<file path="config.mk">
export PLATFORM = sky130hd
export DESIGN_NAME = midpoint_ellipse_rasterizer
export DESIGN_NICKNAME = d
export VERILOG_FILES = /design/src/hw/rtl/mer_pkg.sv /design/src/hw/rtl/midpoint_ellipse_rasterizer.sv /design/src/hw/rtl/mer_datapath.sv /design/src/hw/rtl/mer_ctrl.sv
export SDC_FILE = /design/constraint.sdc
export NUM_CORES = 2
export LEC_CHECK = 0
export ABC_AREA = 1
export ABC_CLOCK_PERIOD_IN_PS = 9800
export BUFFER_PORTS_ARGS = -buffer_cell sky130_fd_sc_hd__buf_2
export CAP_MARGIN = 20
export CELL_PAD_IN_SITES_DETAIL_PLACEMENT = 1
export CELL_PAD_IN_SITES_GLOBAL_PLACEMENT = 2
export CORE_ASPECT_RATIO = 1.1
export CORE_UTILIZATION = 35
export DETAILED_ROUTE_END_ITERATION = 7
export GPL_ROUTABILITY_DRIVEN = 0
export PLACE_DENSITY_LB_ADDON = 0.15
export SYNTH_ARGS = -nofsm -noshare
export SYNTH_HDL_FRONTEND = slang
export SYNTH_SLANG_ARGS = --single-unit
</file>
<file path="constraint.sdc">
create_clock -name i_clk -period 9.8 [get_ports i_clk]
set_input_delay 0 -clock i_clk [delete_from_list [all_inputs] [get_ports i_clk]]
set_output_delay 0 -clock i_clk [all_outputs]
set_load 0.005 [all_outputs]
</file>
<file path="src/hw/rtl/mer_pkg.sv">
// Shared types and constants of the midpoint ellipse rasterizer.
package mer_pkg;

    localparam int OUT_BITS    = 14;
    localparam int OUT_TDATA_W = 4 * OUT_BITS;

    localparam logic MODE_START = 1'b0;
    localparam logic MODE_STEP  = 1'b1;

    typedef enum logic [3:0] {
        UOP_NONE,
        UOP_LOAD,
        UOP_STEP,
        UOP_SQ_A,
        UOP_SQ_B,
        UOP_SQ_AB,
        UOP_INIT,
        UOP_R2_TX,
        UOP_R2_BT,
        UOP_R2_TY,
        UOP_R2_AU,
        UOP_R2_AB,
        UOP_R2_FIN
    } t_uop;

    typedef struct packed {
        logic active;
        logic need_r2;
        logic out_full;
    } t_dp_status;

endpackage

</file>
<file path="src/hw/rtl/midpoint_ellipse_rasterizer.sv">
// Top level of the midpoint ellipse rasterizer.
// A start transfer (tuser = 0) loads center and semi-axes in the accept cycle; then, in
// states SQ_A, SQ_B, SQ_AB and INIT, one shared multiplier forms a^2, b^2 and
// a^2*b for the initial decision. Each step transfer (tuser = 1) emits the four
// symmetric coordinates of the current point into the output register, valid on the
// cycle after the transfer, and advances the point; the step that crosses into region
// two is followed by states R2_TX, R2_BT, R2_TY, R2_AU, R2_AB and R2_FIN, since the
// region-two decision needs five chained products through the same multiplier. The input
// is ready only while the output register is empty or drained by m_axis_tready in the
// same cycle, so a result left waiting holds off every input transfer. tlast marks the
// final point set; steps with no ellipse active are consumed without a result.
module midpoint_ellipse_rasterizer #(
    parameter int AXIS_BITS  = 11,
    parameter int COORD_BITS = 12
) (
    input  logic                      i_clk,
    input  logic                      i_rst_n,
    input  logic                      s_axis_tvalid,
    output logic                      s_axis_tready,
    // center_x, center_y, horiz_axis, vert_axis, zero fill
    input  logic [((2*COORD_BITS+2*AXIS_BITS+7)/8)*8-1:0] s_axis_tdata,
    // mode
    input  logic                      s_axis_tuser,
    output logic                      m_axis_tvalid,
    input  logic                      m_axis_tready,
    // x_right, x_left, y_up, y_down
    output logic [mer_pkg::OUT_TDATA_W-1:0] m_axis_tdata,
    output logic                      m_axis_tlast
);
    import mer_pkg::*;

    localparam int CY_LO = COORD_BITS;
    localparam int HA_LO = 2 * COORD_BITS;
    localparam int VA_LO = 2 * COORD_BITS + AXIS_BITS;

    t_uop                uop;
    t_dp_status          status;
    logic [OUT_BITS-1:0] x_right, x_left, y_up, y_down;

    mer_ctrl u_ctrl (
        .i_clk     (i_clk),
        .i_rst_n   (i_rst_n),
        .i_s_valid (s_axis_tvalid),
        .i_mode    (s_axis_tuser),
        .i_m_ready (m_axis_tready),
        .i_status  (status),
        .o_s_ready (s_axis_tready),
        .o_uop     (uop)
    );

    mer_datapath #(
        .AXIS_BITS  (AXIS_BITS),
        .COORD_BITS (COORD_BITS)
    ) u_datapath (
        .i_clk        (i_clk),
        .i_rst_n      (i_rst_n),
        .i_uop        (uop),
        .i_center_x   (s_axis_tdata[COORD_BITS-1:0]),
        .i_center_y   (s_axis_tdata[CY_LO +: COORD_BITS]),
        .i_horiz_axis (s_axis_tdata[HA_LO +: AXIS_BITS]),
        .i_vert_axis  (s_axis_tdata[VA_LO +: AXIS_BITS]),
        .i_m_ready    (m_axis_tready),
        .o_status     (status),
        .o_m_valid    (m_axis_tvalid),
        .o_x_right    (x_right),
        .o_x_left     (x_left),
        .o_y_up       (y_up),
        .o_y_down     (y_down),
        .o_last       (m_axis_tlast)
    );

    assign m_axis_tdata = {y_down, y_up, x_left, x_right};

endmodule

</file>
<file path="src/hw/rtl/mer_datapath.sv">
// Datapath: point registers, decision accumulators, shared multiplier, output register.
module mer_datapath #(
    parameter int AXIS_BITS  = 11,
    parameter int COORD_BITS = 12
) (
    input  logic                        i_clk,
    input  logic                        i_rst_n,
    input  mer_pkg::t_uop               i_uop,
    input  logic [COORD_BITS-1:0]       i_center_x,
    input  logic [COORD_BITS-1:0]       i_center_y,
    input  logic [AXIS_BITS-1:0]        i_horiz_axis,
    input  logic [AXIS_BITS-1:0]        i_vert_axis,
    input  logic                        i_m_ready,
    output mer_pkg::t_dp_status         o_status,
    output logic                        o_m_valid,
    output logic [mer_pkg::OUT_BITS-1:0] o_x_right,
    output logic [mer_pkg::OUT_BITS-1:0] o_x_left,
    output logic [mer_pkg::OUT_BITS-1:0] o_y_up,
    output logic [mer_pkg::OUT_BITS-1:0] o_y_down,
    output logic                        o_last
);
    import mer_pkg::*;

    localparam int SQ_BITS = 2 * AXIS_BITS;
    localparam int X_BITS  = AXIS_BITS + 2;
    localparam int M_BITS  = 2 * AXIS_BITS + 4;
    localparam int D_BITS  = 4 * AXIS_BITS + 4;

    logic [COORD_BITS-1:0]    r_cx, r_cy;
    logic [AXIS_BITS-1:0]     r_a, r_b;
    logic [SQ_BITS-1:0]       r_a2, r_b2;
    logic [X_BITS-1:0]        r_x;
    logic signed [X_BITS-1:0] r_y;
    logic signed [D_BITS-1:0] r_px, r_py, r_d, r_acc;
    logic [D_BITS-1:0]        r_prod;
    logic                     r_region, r_active, r_out_valid, r_last;
    logic [OUT_BITS-1:0]      r_xr, r_xl, r_yu, r_yd;

    logic [X_BITS-1:0]        n_x;
    logic signed [X_BITS-1:0] n_y;
    logic signed [D_BITS-1:0] n_px, n_py, n_d, term;
    logic signed [D_BITS-1:0] a2_ext, b2_ext, prod_s;
    logic signed [D_BITS-1:0] cx_ext, cy_ext, x_ext, y_ext;
    logic signed [D_BITS-1:0] sum_xr, sum_xl, sum_yu, sum_yd;
    logic                     y_neg, need_r2;
    logic [X_BITS:0]          tx;
    logic [X_BITS-1:0]        ty_abs;
    logic [M_BITS-1:0]        op_a, op_b;
    logic [2*M_BITS-1:0]      mul_full;

    assign a2_ext = $signed(D_BITS'(r_a2));
    assign b2_ext = $signed(D_BITS'(r_b2));
    assign prod_s = $signed(r_prod);

    always_comb begin
        n_x  = r_x;
        n_y  = r_y;
        n_px = r_px;
        n_py = r_py;
        term = '0;
        if (!r_region) begin
            n_x  = r_x + X_BITS'(1);
            n_px = r_px + (b2_ext <<< 1);
            if (r_d[D_BITS-1]) begin
                term = n_px + b2_ext;
            end else begin
                n_y  = r_y - X_BITS'(1);
                n_py = r_py - (a2_ext <<< 1);
                term = n_px - n_py + b2_ext;
            end
        end else begin
            n_y  = r_y - X_BITS'(1);
            n_py = r_py - (a2_ext <<< 1);
            if (!r_d[D_BITS-1] && (r_d != '0)) begin
                term = a2_ext - n_py;
            end else begin
                n_x  = r_x + X_BITS'(1);
                n_px = r_px + (b2_ext <<< 1);
                term = n_px - n_py + a2_ext;
            end
        end
        n_d     = r_d + (term <<< 2);
        y_neg   = n_y[X_BITS-1];
        need_r2 = !r_region && !y_neg && (n_px > n_py);
    end

    assign cx_ext = $signed(D_BITS'(r_cx));
    assign cy_ext = $signed(D_BITS'(r_cy));
    assign x_ext  = $signed(D_BITS'(r_x));
    assign y_ext  = D_BITS'(r_y);
    assign sum_xr = cx_ext + x_ext;
    assign sum_xl = cx_ext - x_ext;
    assign sum_yu = cy_ext - y_ext;
    assign sum_yd = cy_ext + y_ext;

    assign tx     = {r_x, 1'b1};
    assign ty_abs = (r_y == '0) ? X_BITS'(1) : X_BITS'(r_y - X_BITS'(1));

    always_comb begin
        unique case (i_uop)
            UOP_SQ_A: begin
                op_a = M_BITS'(r_a);
                op_b = M_BITS'(r_a);
            end
            UOP_SQ_B: begin
                op_a = M_BITS'(r_b);
                op_b = M_BITS'(r_b);
            end
            UOP_SQ_AB: begin
                op_a = M_BITS'(r_a2);
                op_b = M_BITS'(r_b);
            end
            UOP_R2_TX: begin
                op_a = M_BITS'(tx);
                op_b = M_BITS'(tx);
            end
            UOP_R2_BT: begin
                op_a = M_BITS'(r_b2);
                op_b = r_prod[M_BITS-1:0];
            end
            UOP_R2_TY: begin
                op_a = M_BITS'(ty_abs);
                op_b = M_BITS'(ty_abs);
            end
            UOP_R2_AU: begin
                op_a = M_BITS'(r_a2);
                op_b = r_prod[M_BITS-1:0];
            end
            UOP_R2_AB: begin
                op_a = M_BITS'(r_a2);
                op_b = M_BITS'(r_b2);
            end
            default: begin
                op_a = '0;
                op_b = '0;
            end
        endcase
    end

    assign mul_full = op_a * op_b;

    always_ff @(posedge i_clk) begin
        if (!i_rst_n) begin
            r_region    <= 1'b0;
            r_active    <= 1'b0;
            r_out_valid <= 1'b0;
        end else begin
            if (i_uop == UOP_STEP) begin
                r_out_valid <= 1'b1;
            end else if (i_m_ready) begin
                r_out_valid <= 1'b0;
            end
            if (i_uop == UOP_LOAD) begin
                r_region <= 1'b0;
                r_active <= 1'b1;
            end else if (i_uop == UOP_STEP) begin
                if (!r_region && (y_neg || need_r2)) begin
                    r_region <= 1'b1;
                end
                if (y_neg) begin
                    r_active <= 1'b0;
                end
            end
        end
    end

    always_ff @(posedge i_clk) begin
        r_prod <= mul_full[D_BITS-1:0];
        unique case (i_uop)
            UOP_LOAD: begin
                r_cx <= i_center_x;
                r_cy <= i_center_y;
                r_a  <= i_horiz_axis;
                r_b  <= i_vert_axis;
                r_x  <= '0;
                r_y  <= $signed(X_BITS'(i_vert_axis));
            end
            UOP_STEP: begin
                r_xr   <= sum_xr[OUT_BITS-1:0];
                r_xl   <= sum_xl[OUT_BITS-1:0];
                r_yu   <= sum_yu[OUT_BITS-1:0];
                r_yd   <= sum_yd[OUT_BITS-1:0];
                r_last <= y_neg;
                r_x    <= n_x;
                r_y    <= n_y;
                r_px   <= n_px;
                r_py   <= n_py;
                r_d    <= n_d;
            end
            UOP_SQ_B: begin
                r_a2 <= r_prod[SQ_BITS-1:0];
            end
            UOP_SQ_AB: begin
                r_b2 <= r_prod[SQ_BITS-1:0];
            end
            UOP_INIT: begin
                r_d  <= (b2_ext <<< 2) - (prod_s <<< 2) + a2_ext;
                r_py <= prod_s <<< 1;
                r_px <= '0;
            end
            UOP_R2_TY: begin
                r_acc <= prod_s;
            end
            UOP_R2_AB: begin
                r_acc <= r_acc + (prod_s <<< 2);
            end
            UOP_R2_FIN: begin
                r_d <= r_acc - (prod_s <<< 2);
            end
            default: begin
            end
        endcase
    end

    assign o_status.active   = r_active;
    assign o_status.need_r2  = need_r2;
    assign o_status.out_full = r_out_valid;
    assign o_m_valid         = r_out_valid;
    assign o_x_right         = r_xr;
    assign o_x_left          = r_xl;
    assign o_y_up            = r_yu;
    assign o_y_down          = r_yd;
    assign o_last            = r_last;

endmodule

</file>
<file path="src/hw/rtl/mer_ctrl.sv">
// Controller: input handshake and micro-op sequencer for setup and region switch.
module mer_ctrl (
    input  logic                i_clk,
    input  logic                i_rst_n,
    input  logic                i_s_valid,
    input  logic                i_mode,
    input  logic                i_m_ready,
    input  mer_pkg::t_dp_status i_status,
    output logic                o_s_ready,
    output mer_pkg::t_uop       o_uop
);
    import mer_pkg::*;

    typedef enum logic [3:0] {
        S_READY,
        S_SQ_A,
        S_SQ_B,
        S_SQ_AB,
        S_INIT,
        S_R2_TX,
        S_R2_BT,
        S_R2_TY,
        S_R2_AU,
        S_R2_AB,
        S_R2_FIN
    } t_state;

    t_state r_state, n_state;
    logic   accept;

    assign o_s_ready = (r_state == S_READY) && (!i_status.out_full || i_m_ready);
    assign accept    = i_s_valid && o_s_ready;

    always_comb begin
        n_state = r_state;
        o_uop   = UOP_NONE;
        unique case (r_state)
            S_READY: begin
                if (accept) begin
                    if (i_mode == MODE_START) begin
                        o_uop   = UOP_LOAD;
                        n_state = S_SQ_A;
                    end else if (i_status.active) begin
                        o_uop = UOP_STEP;
                        if (i_status.need_r2) begin
                            n_state = S_R2_TX;
                        end
                    end
                end
            end
            S_SQ_A: begin
                o_uop   = UOP_SQ_A;
                n_state = S_SQ_B;
            end
            S_SQ_B: begin
                o_uop   = UOP_SQ_B;
                n_state = S_SQ_AB;
            end
            S_SQ_AB: begin
                o_uop   = UOP_SQ_AB;
                n_state = S_INIT;
            end
            S_INIT: begin
                o_uop   = UOP_INIT;
                n_state = S_READY;
            end
            S_R2_TX: begin
                o_uop   = UOP_R2_TX;
                n_state = S_R2_BT;
            end
            S_R2_BT: begin
                o_uop   = UOP_R2_BT;
                n_state = S_R2_TY;
            end
            S_R2_TY: begin
                o_uop   = UOP_R2_TY;
                n_state = S_R2_AU;
            end
            S_R2_AU: begin
                o_uop   = UOP_R2_AU;
                n_state = S_R2_AB;
            end
            S_R2_AB: begin
                o_uop   = UOP_R2_AB;
                n_state = S_R2_FIN;
            end
            S_R2_FIN: begin
                o_uop   = UOP_R2_FIN;
                n_state = S_READY;
            end
            default: begin
                n_state = S_READY;
            end
        endcase
    end

    always_ff @(posedge i_clk) begin
        if (!i_rst_n) begin
            r_state <= S_READY;
        end else begin
            r_state <= n_state;
        end
    end

endmodule

</file>
==> results.py <==
metrics = {
    "global_route": {
        "busiest_layer": "met2",
        "use_met3_pct": 2.16,
        "grt-ovfl-total": 0,
        "grt_max_degree": 72,
        "grt_pass1_wl_um": 362000,
        "met2_usage_pct": 47.1,
        "met1_usage_pct": 35.8,
        "antenna_found_initial": 2,
        "grt_pass1_vias": 61600,
        "grtUsageTotal_pct": 27.0,
    },
    "synth": {
        "syn_avg_cell_area_um2": 7.17,
        "yosysSeqAreaShare_pct": 19.8,
        "synth_flop_cell": "edfxtp_1",
        "synth_enable_flop_cells": 361,
        "yosys_register_bits": 416,
        "syn-cell-area_um2": 60500,
        "ys_warn_count": 0,
        "async_reset_ff_share_pct": 0,
        "ys_types": 68,
        "synthCells": 8427,
        "syn_nets": 9533,
    },
    "worst_setup_path": {
        "cpMaxStageDelayCell": "fa_1",
        "crit_arrival_ns": 9.84,
        "critPathRequiredTime_ns": 10.33,
        "cp_num_buf_inv": 13,
        "criticalPathCategory": "register to register",
        "crit_path_max_fanout": 10,
        "slowest_delay_ns": 0.55,
        "crit_family": "adder cells",
        "crit_path_start_kind": "register",
        "cp-end-kind": "register",
    },
    "routing": {
        "drt-initial-drc-count": 2774,
        "drc": 0,
        "vias": 57000,
        "drtPass1Iterations": 5,
        "viasPerCell": 5.15,
        "wl_per_cell_um": 21.3,
        "ant_nets": 0,
        "routed_wirelength_um": 236000,
    },
    "power_and_ir_drop": {
        "ir_drop_mv": 0.220,
        "p_seq_share_pct": 13.7,
        "p_int_mw": 9.79,
        "pwr-share-comb_pct": 76.3,
        "powerDensity_nw_per_um2": 320,
        "pwr-share-clk_pct": 10.0,
        "p_sw_share_pct": 55.4,
        "leakagePower_nw": 33.9,
        "power.switching_mw": 12.2,
    },
    "sta": {
        "layout_setup_ws_ns": 0.489,
        "slew_violations": 0,
        "worst_pin_slew_ns": 1.06,
        "finClkSkew_ns": 0.0797,
        "max_slew_margin_pct": 29.3,
        "fin_crit_sh_pct": 95.0,
        "tns_ns": 0,
        "finalHoldViolCount": 0,
        "setup_violations": 0,
        "period_minus_slack_ns": 9.31,
        "fmax_mhz": 107,
        "rsz0062_at_grt": "true",
    },
    "placement": {
        "portBuffers": 109,
        "place_ws_ns": 0.255,
        "place.detailed.hpwl_um": 199000,
        "place_area_um2": 65400,
    },
    "clock_tree": {
        "clkTransAtPathRegs_ns": 0.06,
        "worst_skew_pair.late_latency_ns": 0.73,
        "clock_sinks": 416,
        "numCtsBuffers": 58,
        "htreeDepth": 2,
        "clock_path_buffers": 3,
        "cts-root-buf": "clkbuf_16",
        "tritoncts": "done",
    },
    "cells_and_area": {
        "syn_to_final_growth_pct": 13.5,
        "nets": 9866,
        "finish.instance_area_um2": 68600,
        "nFillCells": 21600,
        "multi_input_area_um2": 42000,
        "drive_gt1_share_pct": 9.76,
        "regArea_um2": 11900,
    },
    "floorplan": {
        "die_h_um": 438,
        "start_util_pct": 35.3,
        "dieWidth_um": 398,
        "io_pins": 112,
        "die_area_um2": 174000,
        "rows": 159,
        "fp.coreArea_um2": 171000,
    },
    "min_path": {
        "hold_path_class": "input pin to register",
    },
    "run": {
        "maxCapViolCount": 0,
    },
    "run_status": {
        "status": "finished clean",
    },
}
## layer usage
metal	vias to the layer above	share of wire, %
met5	-	0.0055
met4	2	2.5
met3	269	3.3
met2	890	48
met1	28400	46
li1	27400	-
## registers in the layout, indices dropped and copies added (netlist names), 22 cells and up
register,flops
u_datapath.r_py,47
u_datapath.prod_s,48
u_datapath.r_px,47
u_datapath.r_acc,48
u_datapath.r_b2,22
u_datapath.r_a2,22
u_datapath.r_d,48
## final cells by class
type,count,area share (%)
Clock inverter,42,0.576
Timing Repair Buffer,503,5.50
Clock buffer,67,2.20
Antenna cell,1,0.00365
Inverter,1647,9.03
Tap cell,2254,4.11
Sequential cell,416,17.4
Multi-Input combinational cell,6134,61.2
## cell families (layout without fill, tap and decap cells)
kind of cell / after synthesis / in the layout / synth area share [%]
AOI/OAI and AO/OA: 1319 / 1319 / 12.1
and+or+nand+nor: 3483 / 3483 / 24.3
muxes: 2 / 2 / 0.0331
other: 0 / 1 / 0
buffers and inverters: 1877 / 2259 / 11.7
DFF: 416 / 416 / 19.8
xor gates and xnor gates: 277 / 277 / 4.01
adders and majority gates: 1053 / 1053 / 28.1
## power by group through the flow
stage / sequential [mW] / clock, mW / combinational, mW
floorplan: 2.90 / 0 / 11.0
global placement: 3.01 / 0 / 16.0
detailed placement: 3.02 / 0 / 16.3
CTS: 2.99 / 2.24 / 16.5
global route: 3.03 / 2.30 / 18.7
finish: 3.00 / 2.19 / 16.8
## final timing paths
kind                                 startpoint                            end  slack (ns)  cells past startpoint
hold reg to reg   u_datapath.prod_s[20]$_DFF_P_  u_datapath.r_a2[20]$_DFFE_PN_        0.48                      0
setup reg to reg    u_datapath.r_y[0]$_DFFE_PP_  u_datapath.prod_s[46]$_DFF_P_        0.49                     47
setup / recovery    u_datapath.r_y[0]$_DFFE_PP_  u_datapath.prod_s[46]$_DFF_P_        0.49                     47
hold / removal                 s_axis_tdata[44]    u_datapath.r_b[9]$_DFFE_PP_        0.03                      2
## cells in the final DEF (no fill, tap or decap), drive strengths merged, types with 55 or more instances in the layout
cell type,n
a31oi,57
edfxtp,361
buf,415
nor3,93
a21oi,552
ha,545
o21ai,467
xor2,203
nand3,362
nand2,2207
fa,508
dfxtp,55
nand4,71
dlygate4sd3,87
nor2,639
xnor2,74
clkbuf,67
inv,1634
## cells in the mapped netlist (55+ instances only)
master | instances | area (um^2)
inv_1 | 1581 | 5930
nand2_1 | 2141 | 8040
xor2_1 | 203 | 1780
nor2_1 | 581 | 2180
nand3_1 | 346 | 1730
fa_1 | 508 | 10200
nand2_2 | 62 | 388
a21oi_1 | 547 | 2740
a31oi_1 | 57 | 357
nand4_1 | 71 | 444
xnor2_1 | 74 | 648
nor3_1 | 89 | 445
edfxtp_1 | 361 | 10800
ha_1 | 545 | 6820
o21ai_0 | 422 | 2110
dfxtp_1 | 55 | 1100
clkbuf_1 | 211 | 792
## repair_timing
action	CTS	global route
gates resized for setup	0	84
hold buffers	87	0
endpoints found under the setup margin	0	27
setup buffers	0	12
hold endpoints to repair	64	0
## stage by stage
stage	instances	hold WS, ns	utilization, %	power, mW
final	11100	0.0265	40.1	21.9
after floorplan	8427	0.0989	-	13.9
after global routing	11100	0.0185	40.1	24.0
after global placement	10900	0.178	38.2	19.0
after CTS	11100	0.000609	39.8	21.7
after detailed placement	10900	0.179	38.2	19.3
No activity file was read; power rests on OpenSTA's default activity.
